### config.mk
export PLATFORM = sky130hd
export DESIGN_NAME = pfe_control
export DESIGN_NICKNAME = d
export VERILOG_FILES = /design/src/hdl/pfe_pkg.sv /design/src/hdl/pfe_control.sv
export SDC_FILE = /design/constraint.sdc
export NUM_CORES = 1
export LEC_CHECK = 0
export ABC_AREA = 1
export BUFFER_PORTS_ARGS = -buffer_cell sky130_fd_sc_hd__clkbuf_2
export CAP_MARGIN = 40
export CORE_MARGIN = 1
export CORE_UTILIZATION = 45
export DETAILED_ROUTE_END_ITERATION = 10
export PLACE_DENSITY_LB_ADDON = 0.25
export SYNTH_ARGS = -nofsm -noshare
export SYNTH_HDL_FRONTEND = slang
export SYNTH_SLANG_ARGS = --single-unit
### constraint.sdc
create_clock -name clock -period 1.3 [get_ports clock]
set_input_delay 0.26 -clock clock [delete_from_list [all_inputs] [get_ports clock]]
set_output_delay 0.26 -clock clock [all_outputs]
set_load 0.01 [all_outputs]
### src/hdl/pfe_pkg.sv
`default_nettype none
package pfe_pkg;

   typedef enum logic [3:0] {
      OP_WRITE     = 4'd0,
      OP_READ      = 4'd1,
      OP_FILL      = 4'd2,
      OP_WRITE_REF = 4'd3,
      OP_START_OUT = 4'd4,
      OP_START_IN  = 4'd5,
      OP_STEP_OUT  = 4'd6,
      OP_STEP_IN   = 4'd7,
      OP_LOOKUP    = 4'd8
   } op_type;

   typedef enum logic [3:0] {
      ST_IDLE,
      ST_FILL,
      ST_COPY_RD,
      ST_COPY,
      ST_FADE_RD,
      ST_FADE_MUL,
      ST_FADE_DIV,
      ST_FADE_WR,
      ST_REPORT_RD,
      ST_REPORT
   } state_type;

   localparam logic [1:0] REG_FIRST = 2'd0;
   localparam logic [1:0] REG_LAST  = 2'd1;
   localparam logic [1:0] REG_STEPS = 2'd2;

   localparam logic [7:0] FIRST_RESET = 8'd0;
   localparam logic [7:0] LAST_RESET  = 8'd255;
   localparam logic [7:0] STEPS_RESET = 8'd30;
   localparam logic [7:0] PACK_ALPHA  = 8'hFF;

   typedef struct packed {
      logic       clr_count;
      logic       inc_count;
      logic       load_colour;
      logic       load_item;
      logic       addr_from_walk;
      logic       cur_wr_item;
      logic       cur_wr_fill;
      logic       cur_wr_blend;
      logic       ref_wr_item;
      logic       ref_wr_copy;
      logic       rd_issue;
      logic       mul_load;
      logic       div_start;
      logic       fade_in;
      logic       walk_clr;
      logic       walk_inc;
      logic       capture;
   } cmd_type;

   typedef struct packed {
      logic       walk_at_end;
      logic       fill_at_end;
      logic       step_allowed;
      logic       range_empty;
      logic       div_done;
   } status_type;

endpackage
`default_nettype wire

### src/hdl/pfe_control.sv
`default_nettype none
module pfe_control (
   input  wire logic                 clock,
   input  wire logic                 reset,
   input  wire logic                 req_valid,
   output logic                      req_stall,
   input  wire logic [3:0]           req_op,
   output logic                      rsp_valid,
   input  wire logic                 rsp_stall,
   input  wire pfe_pkg::status_type  status,
   output pfe_pkg::cmd_type          cmd
);
   pfe_pkg::state_type state_ff, state_in;
   logic [3:0] op_ff;
   logic       rsp_valid_ff, rsp_valid_in;
   logic       fade_in;

   assign fade_in   = op_ff == pfe_pkg::OP_STEP_IN;
   assign req_stall = state_ff != pfe_pkg::ST_IDLE;
   assign rsp_valid = rsp_valid_ff;

   always_ff @(posedge clock) begin
      if (req_valid && !req_stall) op_ff <= req_op;
      if (reset) begin
         state_ff     <= pfe_pkg::ST_IDLE;
         rsp_valid_ff <= 1'b0;
      end else begin
         state_ff     <= state_in;
         rsp_valid_ff <= rsp_valid_in;
      end
   end

   always_comb begin
      state_in     = state_ff;
      rsp_valid_in = rsp_valid_ff && rsp_stall;
      cmd          = '0;
      cmd.fade_in  = fade_in;
      case (state_ff)
         pfe_pkg::ST_IDLE: begin
            if (req_valid && !req_stall) begin
               cmd.load_item = 1'b1;
               case (req_op)
                  pfe_pkg::OP_FILL: begin
                     cmd.walk_clr = 1'b1;
                     state_in = pfe_pkg::ST_FILL;
                  end
                  pfe_pkg::OP_START_OUT: begin
                     cmd.walk_clr = 1'b1;
                     state_in = pfe_pkg::ST_COPY_RD;
                  end
                  pfe_pkg::OP_STEP_OUT, pfe_pkg::OP_STEP_IN: begin
                     cmd.walk_clr = 1'b1;
                     cmd.addr_from_walk = 1'b1;
                     state_in = pfe_pkg::ST_FADE_RD;
                  end
                  default: state_in = pfe_pkg::ST_REPORT_RD;
               endcase
            end
         end
         pfe_pkg::ST_FILL: begin
            cmd.addr_from_walk = 1'b1;
            cmd.cur_wr_fill = 1'b1;
            cmd.walk_inc = 1'b1;
            if (status.fill_at_end) state_in = pfe_pkg::ST_REPORT_RD;
         end
         pfe_pkg::ST_COPY_RD: begin
            cmd.addr_from_walk = 1'b1;
            cmd.rd_issue = 1'b1;
            state_in = pfe_pkg::ST_COPY;
         end
         pfe_pkg::ST_COPY: begin
            cmd.addr_from_walk = 1'b1;
            cmd.ref_wr_copy = 1'b1;
            cmd.walk_inc = 1'b1;
            if (status.fill_at_end) begin
               cmd.load_colour = 1'b1;
               cmd.clr_count = 1'b1;
               state_in = pfe_pkg::ST_REPORT_RD;
            end else begin
               state_in = pfe_pkg::ST_COPY_RD;
            end
         end
         pfe_pkg::ST_FADE_RD: begin
            cmd.addr_from_walk = 1'b1;
            if (!status.step_allowed) state_in = pfe_pkg::ST_REPORT_RD;
            else if (status.range_empty) begin
               cmd.inc_count = 1'b1;
               state_in = pfe_pkg::ST_REPORT_RD;
            end else begin
               cmd.rd_issue = 1'b1;
               state_in = pfe_pkg::ST_FADE_MUL;
            end
         end
         pfe_pkg::ST_FADE_MUL: begin
            cmd.mul_load = 1'b1;
            state_in = pfe_pkg::ST_FADE_DIV;
         end
         pfe_pkg::ST_FADE_DIV: begin
            cmd.div_start = 1'b1;
            state_in = pfe_pkg::ST_FADE_WR;
         end
         pfe_pkg::ST_FADE_WR: begin
            cmd.addr_from_walk = 1'b1;
            if (status.div_done) begin
               cmd.cur_wr_blend = 1'b1;
               cmd.walk_inc = 1'b1;
               if (status.walk_at_end) begin
                  cmd.inc_count = 1'b1;
                  state_in = pfe_pkg::ST_REPORT_RD;
               end else begin
                  state_in = pfe_pkg::ST_FADE_RD;
               end
            end
         end
         pfe_pkg::ST_REPORT_RD: begin
            cmd.rd_issue = 1'b1;
            state_in = pfe_pkg::ST_REPORT;
         end
         pfe_pkg::ST_REPORT: begin
            if (!(rsp_valid_ff && rsp_stall)) begin
               cmd.capture = 1'b1;
               rsp_valid_in = 1'b1;
               state_in = pfe_pkg::ST_IDLE;
            end
         end
         default: state_in = pfe_pkg::ST_IDLE;
      endcase
      if (state_ff == pfe_pkg::ST_REPORT_RD) begin
         cmd.cur_wr_item = op_ff == pfe_pkg::OP_WRITE;
         cmd.ref_wr_item = op_ff == pfe_pkg::OP_WRITE_REF;
         cmd.clr_count   = op_ff == pfe_pkg::OP_START_IN;
      end
   end

`ifndef ASSERT_OFF
   a_no_accept_busy: assert property (@(posedge clock) disable iff (reset)
      state_ff != pfe_pkg::ST_IDLE |-> req_stall)
      else $error("item accepted while busy");
   a_rsp_hold: assert property (@(posedge clock) disable iff (reset)
      rsp_valid && rsp_stall |=> rsp_valid)
      else $error("result dropped");
   a_capture_free: assert property (@(posedge clock) disable iff (reset)
      cmd.capture |-> !(rsp_valid_ff && rsp_stall))
      else $error("result overwritten");
   a_one_cur_write: assert property (@(posedge clock) disable iff (reset)
      $countones({cmd.cur_wr_item, cmd.cur_wr_fill, cmd.cur_wr_blend}) <= 1)
      else $error("write conflict");
`endif
endmodule
`default_nettype wire

; ---- Word-level counts from Yosys, hierarchy flattened
; Cells that the tools add are included.
[totals]
ff_bits = 9
latch_bits = 0
mem_bits_rw = 0
mem_bits_ro = 0
output_inout_bits = 19
elab_cells = 75
n_memories = 0
[op_classes]
addsub = 0
mul = 0
div_mod_pow = 0
order_cmp = 0
eq_ne = 20
shift = 0
n_mux = 40
bitwise = 0
n_reduce_logical = 12
[ops]
columns = operator, count
row1 = case mux 4 bit (10 select lines), 1
row2 = == test 4 x 3 -> 1 bit (second input constant), 9
row3 = two-way mux 4 bit, 8
row4 = two-way mux 1 bit, 25
row5 = == test 4 x 2 -> 1 bit (second input constant), 4
row6 = case mux 4 bit (3 select lines), 1
row7 = == test 4 bit (second input constant), 2
row8 = zero test 4 bit, 2
row9 = != test 2 bit (second input constant), 4
row10 = case mux 1 bit (2 select lines), 4
row11 = OR reduction 2 bit, 3
row12 = OR reduction 5 bit, 1
row13 = == test 4 x 1 -> 1 bit (second input constant), 1
row14 = AND reduction 4 bit, 1
row15 = nonzero test 4 bit, 1
row16 = OR reduction 4 bit, 1
row17 = logical AND 1 bit, 2
row18 = two-way mux 2 bit, 1
row19 = zero test 1 bit, 1

; ---- Logic depth before layout (Yosys ltp)
; Gate-level depths: netlist of the first run.
[depth]
depth_word = 5
mapped_depth = 8
depth_no_buf = 8

; ---- Worst setup path before layout of the first run
; OpenSTA, ideal clock, no wires.
[synth_path]
kind = register -> output
start = reg state_ff[0]
end = out cmd[2] (netlist bit)
t_arrival_ns = 1.180
required_ns = 1.040
path_slack_ns = -0.140
stages_incl_launch_ff = 5
cell_sequence = dfxtp_1 nor2_4 nand2_4 nor2_1 a21boi_0
[synth_rtl]
columns = element, line_no
row1 = from (decl), pfe_control.sv:13  ; pfe_pkg::state_type state_ff, state_in;
row2 = from (signal assigned), pfe_control.sv:25  ; state_ff <= pfe_pkg::ST_IDLE;
row3 = from (signal assigned), pfe_control.sv:28  ; state_ff <= state_in;
row4 = to (decl), pfe_control.sv:11  ; output pfe_pkg::cmd_type cmd

==> metrics.yaml, run 1 <==
status: "finished, violations left"
violations: "setup timing"
p_per_area_nw_per_um2: 1170
syn-cell-area_um2: 744
hold_class: "input pin to flop"
ant_nets: 0
dr.pass1.iters: 4
cts_buffers: 3
synth_top_area_cell: "edfxtp_1"
max_clock_freq_ghz: 0.637
dp_hpwl_um: 1650
worst_path_largest_cell_delay_ns: 0.36
path_class: "flop to output pin"
report.final.slew_viol_count: 0
num_vias: 951
p_int_uw: 841
die-area_um2: 1820
crit_arrival_ns: 1.31
fp.dieW_um: 42.7
crit_required_ns: 1.04
worstSkewPairLatency_ns: 0.26
drt_iter0_drc: 37
initial_core_util_pct: 48.9
p_sw_uw: 624
clockBufferDepth: 2
gp_congestion: 0.873
rows: 14
pwr-share-comb_pct: 58.1
avgSynthCellArea_um2: 6.31
timing.slew.headroom_pct: 75.0
worst_path_max_delay_cell: "dfxtp_4"
synthToLayoutAreaGrowth_pct: 67.7
synth_seq_area_share_pct: 29.6
cpMostUsedCell: "nor2_4"
clockRootBuffer: "clkbuf_4"
cts_tree: "done"
grt_max_degree: 6
htreeDepth: 1
coreArea_um2: 1520
cp_max_fo: 5
grt_overflow: 0
worst_pin_slew_ns: 0.371
ys_ff_latch: 9
grt_pass1_wl_um: 3600
portBuffers: 31
clkPwrFrac_pct: 14.7
finalNonFillerCells: 184
seqPwrFrac_pct: 27.2
cp-start-kind: "flop"
r2r_slack_ns: -0.10
path_clk_slew_ns: 0.06
setup_viol: 21
end_kind: "output pin"
grt_use_total_pct: 26.6
grt_pass1_vias: 886
layout-drive-gt1-share_pct: 56.0
final-hold-violation-count: 0
die_y_um: 42.7
final_net_count: 182
hold_ws_ns: 0.191
p_leak_uw: 0.000645
synth_top_cell_area_share_pct: 16.1
antenna_found_initial: 0
yosysWarningCount: 0
crit_chain: "nor2_4, nand2_4, nor2_4, a21boi_2, buf_2"
min_period_over_period_pct: 121
vias_per_cell: 5.17
clock_sinks: 9
fin_crit_ns: 1.57
power.share.switching_pct: 42.6
dpl.cell_count: 173
route.detailed.drc: 0
wire_per_inst_um: 12.8
ios: 32
synth_cell_types: 24
synthCells: 118
peakVddDrop_mv: 0.987
maxCapViolCount: 0
synth.area.top_cells: "edfxtp_1, dfxtp_1, nand2_1"
skew_ns: 0.00259
final.setup.worst_slack_ns: -0.271
rsz0062_at_grt: "true"
syn_nets: 131
totalWireLength_um: 2360
diodes: 0
-- placed cells by master, fill, tap and decap left out, types with 7 or more instances in the layout --
| cell | Yosys | routed |
|---|---|---|
| nor2_1 | 21 | 16 |
| buf_4 | 1 | 12 |
| buf_6 | 0 | 7 |
| nor2_4 | 3 | 12 |
| buf_2 | 0 | 9 |
| inv_1 | 19 | 18 |
| clkbuf_2 | 0 | 19 |
| nand2_1 | 24 | 20 |
-- sequential cells by signal (all words and copies together) (netlist names) --
register   count
op_ff          4
rsp_valid      1
state_ff       4
-- final timing paths --
check                           cells past startpoint          end         from
worst max-delay path                                5       cmd[2]  state_ff[1]
worst min-delay path                                1     op_ff[2]    req_op[2]
worst max register to register                      9  state_ff[3]  state_ff[1]
worst min register to register                      2    rsp_valid    rsp_valid
-- Yosys cell counts --
library cell and count:
o21ai_0 2, nand4_1 2, nand2_2 1, nor3_1 2, a21boi_0 1, inv_2 5
buf_4 1, nand3_1 7, nor2_2 6, dfxtp_1 5, nand3_2 1, inv_1 19
o21ai_2 1, nand2_1 24, nand2_4 1, nor4_1 1, nor2_1 21, nor2_4 3
a21oi_1 4, o2111ai_1 1, o22ai_1 2, a21oi_2 2, o21ai_1 2, edfxtp_1 4
-- cell type report --
| class | count | area (µm²) |
|---|---|---|
| Multi-Input combinational cell | 84 | 566 |
| Timing Repair Buffer | 47 | 309 |
| Fill cell | 93 | 275 |
| Sequential cell | 9 | 235 |
| Inverter | 24 | 92.6 |
| Clock buffer | 4 | 26.3 |
| Tap cell | 16 | 20.0 |
-- logic make-up (layout without fill, tap and decap cells) --
family,after synthesis,after routing,synth area share (%)
flip-flops,9,9,29.6
buffers and inverters,25,75,13.1
AND/OR/NAND/NOR,69,69,44.5
AO/OA/AOI/OAI,15,15,12.8
-- through the flow --
stage / utilization (%) / TNS, ns / instance area, µm² / total power (µW) / setup slack [ns]
final: 81.9 / -3.75 / 1250 / 1470 / -0.271
after global routing: 81.9 / -5.21 / 1250 / 1540 / -0.331
after CTS: 74.0 / -3.51 / 1130 / 1320 / -0.244
after detailed placement: 64.7 / -0.372 / 986 / 947 / -0.0800
after global placement: 64.7 / -0.140 / 986 / 931 / -0.0390
after floorplan: - / 0 / 751 / 737 / 0.0389
-- routing by layer --
metal | vias to the layer above | wire [µm] | track usage, %
met5 | - | 0 | 0
met4 | 0 | 53 | 16.9
met3 | 4 | 105 | 2.55
met2 | 38 | 1160 | 43.6
met1 | 435 | 1040 | 33.1
li1 | 474 | - | -
-- power by group through the flow --
stage	sequential, µW	clock, µW	combinational [µW]
2_1_floorplan	388	0	349
3_3_place_gp	389	0	542
3_5_place_dp	392	0	555
4_1_cts	393	221	711
5_1_grt	404	241	899
6_report	399	215	852
-- critical path: cells and delay by family (launching register included) --
kind | cells | cell delay, ns
AOI/OAI and AO/OA | 1 | 0.15
buffers and inverters | 1 | 0.13
and+or+nand+nor | 3 | 0.41
DFF | 1 | 0.36
-- timing repair --
| item | CTS | global route |
|---|---|---|
| hold buffers | 0 | 0 |
| hold endpoints to repair | 0 | 0 |
| resized for setup | 22 | 38 |
| buffers inserted | 7 | 3 |
| setup endpoints to repair | 25 | 26 |
| pin swaps | 10 | 9 |
Note: power is estimated with default switching activity, not from simulation.
==> inputs of run 2 (changes only) <==
ABC_AREA = 0   (was 1)
ABC_CLOCK_PERIOD_IN_PS = 1300   (was unset)
PLACE_DENSITY = 0.75   (was unset)
PLACE_DENSITY_LB_ADDON = unset   (was 0.25)
==> run 2 against run 1 <==
Compared with the run above: the flow now stops in global routing; synthesized area grew 8.2%; synthesized cell count down 8.5%.
==> metrics.yaml, run 2 <==
synthCells: 108  # was 118
die_y_um: 44.3  # was 42.7 µm
portBuffers: 31  # unchanged
fp.dieW_um: 44.3  # was 42.7 µm
clockRootBuffer: "clkbuf_4"  # unchanged
yosysWarningCount: 0  # unchanged
ctsHoldBuffers: 0  # unchanged
gp_congestion: 0.921  # was 0.873
syn_nets: 121  # was 131
grt-worst-endpoint: "cmd[6]"
grt_max_degree: 13
haltStage: "global routing"
synth_cell_types: 40  # was 24
syn-cell-area_um2: 806  # was 744 µm²
yosys-top-cells-count: "nor2_1, nand2_1, a21oi_1"  # was nand2_1, nor2_1, inv_1
status: "did not finish"  # was finished, violations left
post-place-ws_ns: -0.177  # was -0.0800 ns
avgSynthCellArea_um2: 7.46  # was 6.31 µm²
ios: 32  # unchanged
rows: 14  # unchanged
clockBufferDepth: 2  # unchanged
synth_ff_type: "dfxtp_1"  # unchanged
clock_sinks: 9  # unchanged
synth_top_cell_area_share_pct: 14.9  # was 16.1%
synth_edf_count: 4  # unchanged
htreeDepth: 1  # unchanged
synth.area.top_cells: "edfxtp_1, dfxtp_1, nor2_1"  # was edfxtp_1, dfxtp_1, nand2_1
cts_buffers: 3  # unchanged
endpoint_type: "top-level output"
synth_top_area_cell: "edfxtp_1"  # unchanged
initial_core_util_pct: 50.5  # was 48.9%
yosysMostFrequentCell: "nor2_1"  # was nand2_1
synth_seq_area_share_pct: 27.3  # was 29.6%
ys_ff_latch: 9  # unchanged
dp_hpwl_um: 1980  # was 1650 µm
async_flop_share_pct: 0  # unchanged
error: "[ERROR DPL-0038] Utilization greater than 100%, impossible to legalize"
## run 2: logic make-up after synthesis
| family | Yosys count | share of synthesized area, % |
|---|---|---|
| multiplexers | 3 | 3.88 |
| AND/OR/NAND/NOR | 55 | 36.3 |
| adder cells (fa/ha/maj) | 1 | 1.24 |
| flip-flops | 9 | 27.3 |
| AO/OA/AOI/OAI | 28 | 23.3 |
| buffers and inverters | 12 | 7.92 |
## run 2: stage by stage
step	utilization, %	std cells	setup TNS (ns)	cell area (µm²)
floorplan	-	108	-0.194	826
global placement	73.5	183	-1.22	1170
detailed placement	73.5	183	-1.54	1170
CTS	91.1	198	-4.51	1450
## run 2: what timing repair did
| action | CTS |
|---|---|
| setup endpoints to repair | 26 |
| buffers inserted | 11 |
| gates resized for setup | 48 |
| pin swaps | 15 |
==> inputs of run 3 (changes only) <==
CORE_AREA = 2 2 63 65   (was unset)
CORE_MARGIN = unset   (was 1)
CORE_UTILIZATION = unset   (was 45)
DIE_AREA = 0 0 65 67   (was unset)
PLACE_DENSITY = unset   (was 0.75)
PLACE_DENSITY_LB_ADDON = 0.15   (was unset)
==> run 3 against run 2 <==
Compared with the run above: the flow now finishes, with violations (setup timing); synthesized cell count unchanged; synthesized area unchanged.
==> metrics.yaml, run 3 <==
fp.dieW_um: 65  # was 44.3 µm
cp-start-kind: "flop"
end_kind: "output pin"
synth_ff_type: "dfxtp_1"  # unchanged
ios: 32  # unchanged
grt_use_total_pct: 15.0
diodes: 0
skew_ns: 0.00678
min_period_over_period_pct: 121
totalWireLength_um: 3010
vias_per_cell: 4.70
ys_ff_latch: 9  # unchanged
synth_seq_area_share_pct: 27.3  # unchanged
syn_nets: 121  # unchanged
yosys-top-cells-count: "nor2_1, nand2_1, a21oi_1"  # unchanged
p_leak_uw: 0.000757
antenna_found_initial: 0
final_net_count: 194
die-area_um2: 4360
report.final.slew_viol_count: 0
num_vias: 1072
worstSkewPairLatency_ns: 0.24
clock_sinks: 9  # unchanged
wire_per_inst_um: 13.2
cts_tree: "done"
grt_max_degree: 11
worst_pin_slew_ns: 0.291
cp_max_fo: 5
dr.pass1.iters: 4
die_y_um: 67  # was 44.3 µm
cts_buffers: 3  # unchanged
grt_pass1_vias: 1073
rows: 22  # was 14
layout-drive-gt1-share_pct: 70.0
dp_hpwl_um: 2210  # was 1980 µm
htreeDepth: 1  # unchanged
avgSynthCellArea_um2: 7.46  # unchanged
synth_cell_types: 40  # unchanged
worstRegToRegCells: 6
grt_pass1_wl_um: 4960
fill_cells: 348
crit_required_ns: 1.04
synthToLayoutAreaGrowth_pct: 111
clockRootBuffer: "clkbuf_8"  # was clkbuf_4
path_clk_slew_ns: 0.04
synthCells: 108  # unchanged
final.setup.worst_slack_ns: -0.275
status: "finished, violations left"  # was did not finish
setup_viol: 21
synth_top_area_cell: "edfxtp_1"  # unchanged
yosysMostFrequentCell: "nor2_1"  # unchanged
p_per_area_nw_per_um2: 946
drt_iter0_drc: 30
rsz0062_at_grt: "true"
hold_class: "input pin to flop"
yosysWarningCount: 0  # unchanged
coreArea_um2: 3610
async_flop_share_pct: 0  # unchanged
clockBufferDepth: 2  # unchanged
route.detailed.drc: 0
holdPathStages: 2
synth_top_cell_area_share_pct: 14.9  # unchanged
portBuffers: 31  # unchanged
gp_congestion: 0.835  # was 0.921
ctsHoldBuffers: 0  # unchanged
syn-cell-area_um2: 806  # unchanged
initial_core_util_pct: 22.3  # was 50.5%
ant_nets: 0
peakVddDrop_mv: 0.371
final_cell_mix: "buf_6, buf_4, clkbuf_2"
grt_overflow: 0
fin_crit_ns: 1.58
total_power_uw: 1610
post-place-ws_ns: -0.265  # was -0.177 ns
path_class: "flop to output pin"
timing.slew.headroom_pct: 80.4
synth.area.top_cells: "edfxtp_1, dfxtp_1, nor2_1"  # unchanged
maxCapViolCount: 0
max_clock_freq_ghz: 0.635
crit_arrival_ns: 1.32
final-hold-violation-count: 0
violations: "setup timing"
synth_edf_count: 4  # unchanged
==> run 3: cell counts after synthesis <==
No cell type changed its count.
==> run 3: stage by stage <==
stage	hold slack, ns	util, %	TNS [ns]	instance area [µm²]	instances
6_report	0.279	47.1	-3.71	1700	228
3_5_place_dp	0.527	34.6	-3.22	1250	213
2_1_floorplan	0.329	-	-0.194	826	108
3_3_place_gp	0.526	34.6	-3.18	1250	213
4_1_cts	0.269	43.0	-3.63	1550	224
5_1_grt	0.283	47.1	-4.92	1700	228
==> run 3: power breakdown <==
| part | internal [µW] | switching (µW) |
|---|---|---|
| Clock | 215 | 122 |
| Combinational | 478 | 391 |
| Sequential | 339 | 61.2 |
| Total | 1030 | 573 |
==> run 3: logic make-up after synthesis <==
group                      after synthesis  share of synthesized area (%)
and+or+nand+nor                         55                           36.3
AOI/OAI and AO/OA                       28                           23.3
buffers and inverters                   12                           7.92
DFF                                      9                           27.3
muxes                                    3                           3.88
adders and majority gates                1                           1.24
==> run 3: timing repair <==
item	CTS	global route
endpoints found under the setup margin	26	25
cloned	0	0
buffers inserted	9	5
gates resized for setup	59	41
pin swaps	21	12
==> run 3: layout make-up <==
cell class | instances | area, µm² | area share [%]
clock buffer | 4 | 45.0 | 2.65
inverter | 4 | 17.5 | 1.03
multi-input combinational | 87 | 738 | 43.5
sequential | 9 | 235 | 13.9
tap | 48 | 60.1 | 3.54
timing repair buffer | 76 | 601 | 35.4
==> run 3: final timing paths <==
check / startpoint / to / slack [ns]
max reg2reg: state_ff[2] / state_ff[3] / -0.21
max: state_ff[3] / cmd[2] / -0.28
min: reset / state_ff[1] / 0.28
min reg2reg: rsp_valid / rsp_valid / 0.61
==> run 3: layer usage <==
| layer | GRT usage, % | vias to the layer above | routed length (µm) |
|---|---|---|---|
| li1 | - | 535 | - |
| met5 | 0 | - | 0 |
| met2 | 26.8 | 24 | 1540 |
| met3 | 1.69 | 5 | 99 |
| met4 | 6.12 | 0 | 53 |
| met1 | 18.1 | 508 | 1320 |
==> run 3: worst max-delay path, cell delays in order, from the launching register on <==
cell and delay [ns]:
dfxtp_4 0.37, buf_6 0.13, nor2_4 0.13, and3_4 0.19, and3_1 0.14, buf_2 0.12
==> inputs of run 4 (changes only) <==
REMOVE_ABC_BUFFERS = 1   (was unset)
==> run 4 against run 3 <==
Compared with the run above: the run still ends with setup timing left; critical path depth rose by 1; total power fell by 3.2%; combinational power fell by 4.0%; die area did not move; critical endpoint is now cmd[11].
==> metrics.yaml, run 4 (synthesis gave the netlist of run 3 again) <==
final_net_count: 193  # was 194
clockBufferDepth: 2  # unchanged
final.setup.worst_slack_ns: -0.359  # was -0.275 ns
path_class: "flop to output pin"  # unchanged
portBuffers: 31  # unchanged
met2WireLength_um: 1590  # was 1540 µm
worstRegToRegCells: 6  # unchanged
worst_pin_slew_ns: 0.288  # was 0.291 ns
dpl.cell_count: 213  # unchanged
crit_required_ns: 1.04  # about the same
critical_path_buf_inv_count: 2  # unchanged
final-hold-violation-count: 0  # unchanged
setup_viol: 21  # unchanged
wl_met1_um: 1310  # was 1320 µm
p_leak_uw: 0.000749  # was 0.000757 µW
hold_ws_ns: 0.296  # was 0.279 ns
total_power_uw: 1550  # was 1610 µW
dp_hpwl_um: 2220  # was 2210 µm
dr_wl_met3_um: 109  # was 99 µm
die-area_um2: 4360  # unchanged
grt_use_total_pct: 14.4  # was 15.0%
synthToLayoutAreaGrowth_pct: 102  # was 111%
grt_max_degree: 9  # was 11
end_kind: "output pin"  # unchanged
num_vias: 1045  # was 1072
path_clk_slew_ns: 0.04  # about the same
fp.dieW_um: 65  # unchanged
worst_path_max_delay_cell: "dfxtp_4"  # unchanged
final_cell_mix: "buf_4, clkbuf_2, buf_6"  # was buf_6, buf_4, clkbuf_2
finalNonFillerCells: 227  # was 228
gp_congestion: 0.796  # was 0.835
totalWireLength_um: 3010  # about the same
topRoutingLayerUsed: "met3"  # was met4
hold_class: "input pin to flop"  # unchanged
skew_ns: 0.00345  # was 0.00678 ns
wire_per_inst_um: 13.2  # about the same
p_per_area_nw_per_um2: 957  # was 946 nW/µm²
report.final.slew_viol_count: 0  # unchanged
multi_input_area_um2: 701  # was 738 µm²
min_period_over_period_pct: 128  # was 121%
dr.pass1.iters: 4  # unchanged
max_clock_freq_ghz: 0.603  # was 0.635 GHz
die_y_um: 67  # unchanged
power.share.switching_pct: 35.4  # was 35.7%
initial_core_util_pct: 22.3  # unchanged
timing.slew.headroom_pct: 80.5  # was 80.4%
grt_pass1_wl_um: 4810  # was 4960 µm
clock_sinks: 9  # unchanged
clockRootBuffer: "clkbuf_8"  # unchanged
p_int_uw: 1000  # was 1030 µW
grt_overflow: 0  # unchanged
cts_tree: "done"  # unchanged
ant_nets: 0  # unchanged
seqPwrFrac_pct: 25.2  # was 24.9%
clkPwrFrac_pct: 21.1  # was 20.9%
route.detailed.drc: 0  # unchanged
hp-start: "reset"  # unchanged
htreeDepth: 1  # unchanged
cts_buffers: 3  # unchanged
drt_iter0_drc: 37  # was 30
status: "finished, violations left"  # unchanged
worstSkewPairLatency_ns: 0.23  # was 0.24 ns
crit_arrival_ns: 1.40  # was 1.32 ns
pwr-share-comb_pct: 53.7  # was 54.1%
antenna_found_initial: 0  # unchanged
worst_path_largest_cell_delay_ns: 0.36  # was 0.37 ns
maxCapViolCount: 0  # unchanged
violations: "setup timing"  # unchanged
peakVddDrop_mv: 0.330  # was 0.371 mV
layout_commonest_cell: "buf_4"
rows: 22  # unchanged
holdPathStages: 2  # unchanged
cp-start-kind: "flop"  # unchanged
fill_cells: 355  # was 348
fin_crit_ns: 1.66  # was 1.58 ns
min_to: "state_ff[0]"  # was state_ff[1]
ios: 32  # unchanged
vias_per_cell: 4.60  # was 4.70
critPathTopFamily: "simple AND/OR/NAND/NOR gates"  # unchanged
p_sw_uw: 551  # was 573 µW
crit_chain: "nand2b_4, buf_6, nor2_4, nand2_2, nor4_2, buf_2"  # was buf_6, nor2_4, and3_4, and3_1, buf_2
rsz0062_at_grt: "true"  # unchanged
r2r_slack_ns: -0.06  # was -0.21 ns
coreArea_um2: 3610  # unchanged
r2r_end: "state_ff[0]"  # was state_ff[3]
seqCellArea_um2: 235  # unchanged
grt_pass1_vias: 1055  # was 1073
diodes: 0  # unchanged
crit-reg2reg-launch: "state_ff[3]"  # was state_ff[2]
layout-drive-gt1-share_pct: 66.5  # was 70.0%
cp_max_fo: 7  # was 5
-- run 4: power groups by stage --
stage | clock network [µW] | registers, µW | logic, µW
6_report | 328 | 392 | 834
5_1_grt | 359 | 400 | 898
4_1_cts | 343 | 386 | 728
3_5_place_dp | 0 | 384 | 585
3_3_place_gp | 0 | 382 | 587
2_1_floorplan | 0 | 389 | 261
-- run 4: repair_timing --
item	CTS	global route
endpoints found under the setup margin	26	26
endpoints found under the hold margin	0	0
pin swaps	16	11
hold buffers	0	0
setup buffers	8	2
resized for setup	48	32
-- run 4: per-stage QoR --
| step | area, µm² | TNS, ns | worst slack [ns] | utilization [%] |
|---|---|---|---|---|
| global route | 1620 | -5.73 | -0.421 | 45.0 |
| CTS | 1520 | -4.40 | -0.375 | 42.1 |
| detailed placement | 1230 | -3.16 | -0.216 | 34.0 |
| floorplan | 757 | -1.89 | -0.313 | - |
| finish | 1620 | -4.26 | -0.359 | 45.0 |
| global placement | 1230 | -3.22 | -0.246 | 34.0 |
-- run 4: how the worst max path moves through the flow --
stage                startpoint  endpoint  slack (ns)  cells after the start
floorplan           state_ff[0]    cmd[1]       -0.31                      3
global placement    state_ff[2]    cmd[6]       -0.25                      5
detailed placement  state_ff[2]   cmd[11]       -0.22                      6
CTS                 state_ff[2]   cmd[11]       -0.37                      6
global route        state_ff[2]   cmd[11]       -0.42                      6
finish              state_ff[2]   cmd[11]       -0.36                      6
-- run 4: final cells by class --
| cell class | count | share of cell area [%] |
|---|---|---|
| Multi-Input combinational cell | 87 | 43.1 |
| Timing Repair Buffer | 75 | 34.8 |
| Sequential cell | 9 | 14.5 |
| Tap cell | 48 | 3.70 |
| Clock buffer | 4 | 2.77 |
| Inverter | 4 | 1.08 |
-- run 4: metal layers --
| layer | track usage, % | vias up |
|---|---|---|
| met5 | 0 | - |
| met4 | 4.79 | 0 |
| met3 | 2.70 | 0 |
| met2 | 26.0 | 17 |
| met1 | 17.1 | 495 |
| li1 | - | 533 |
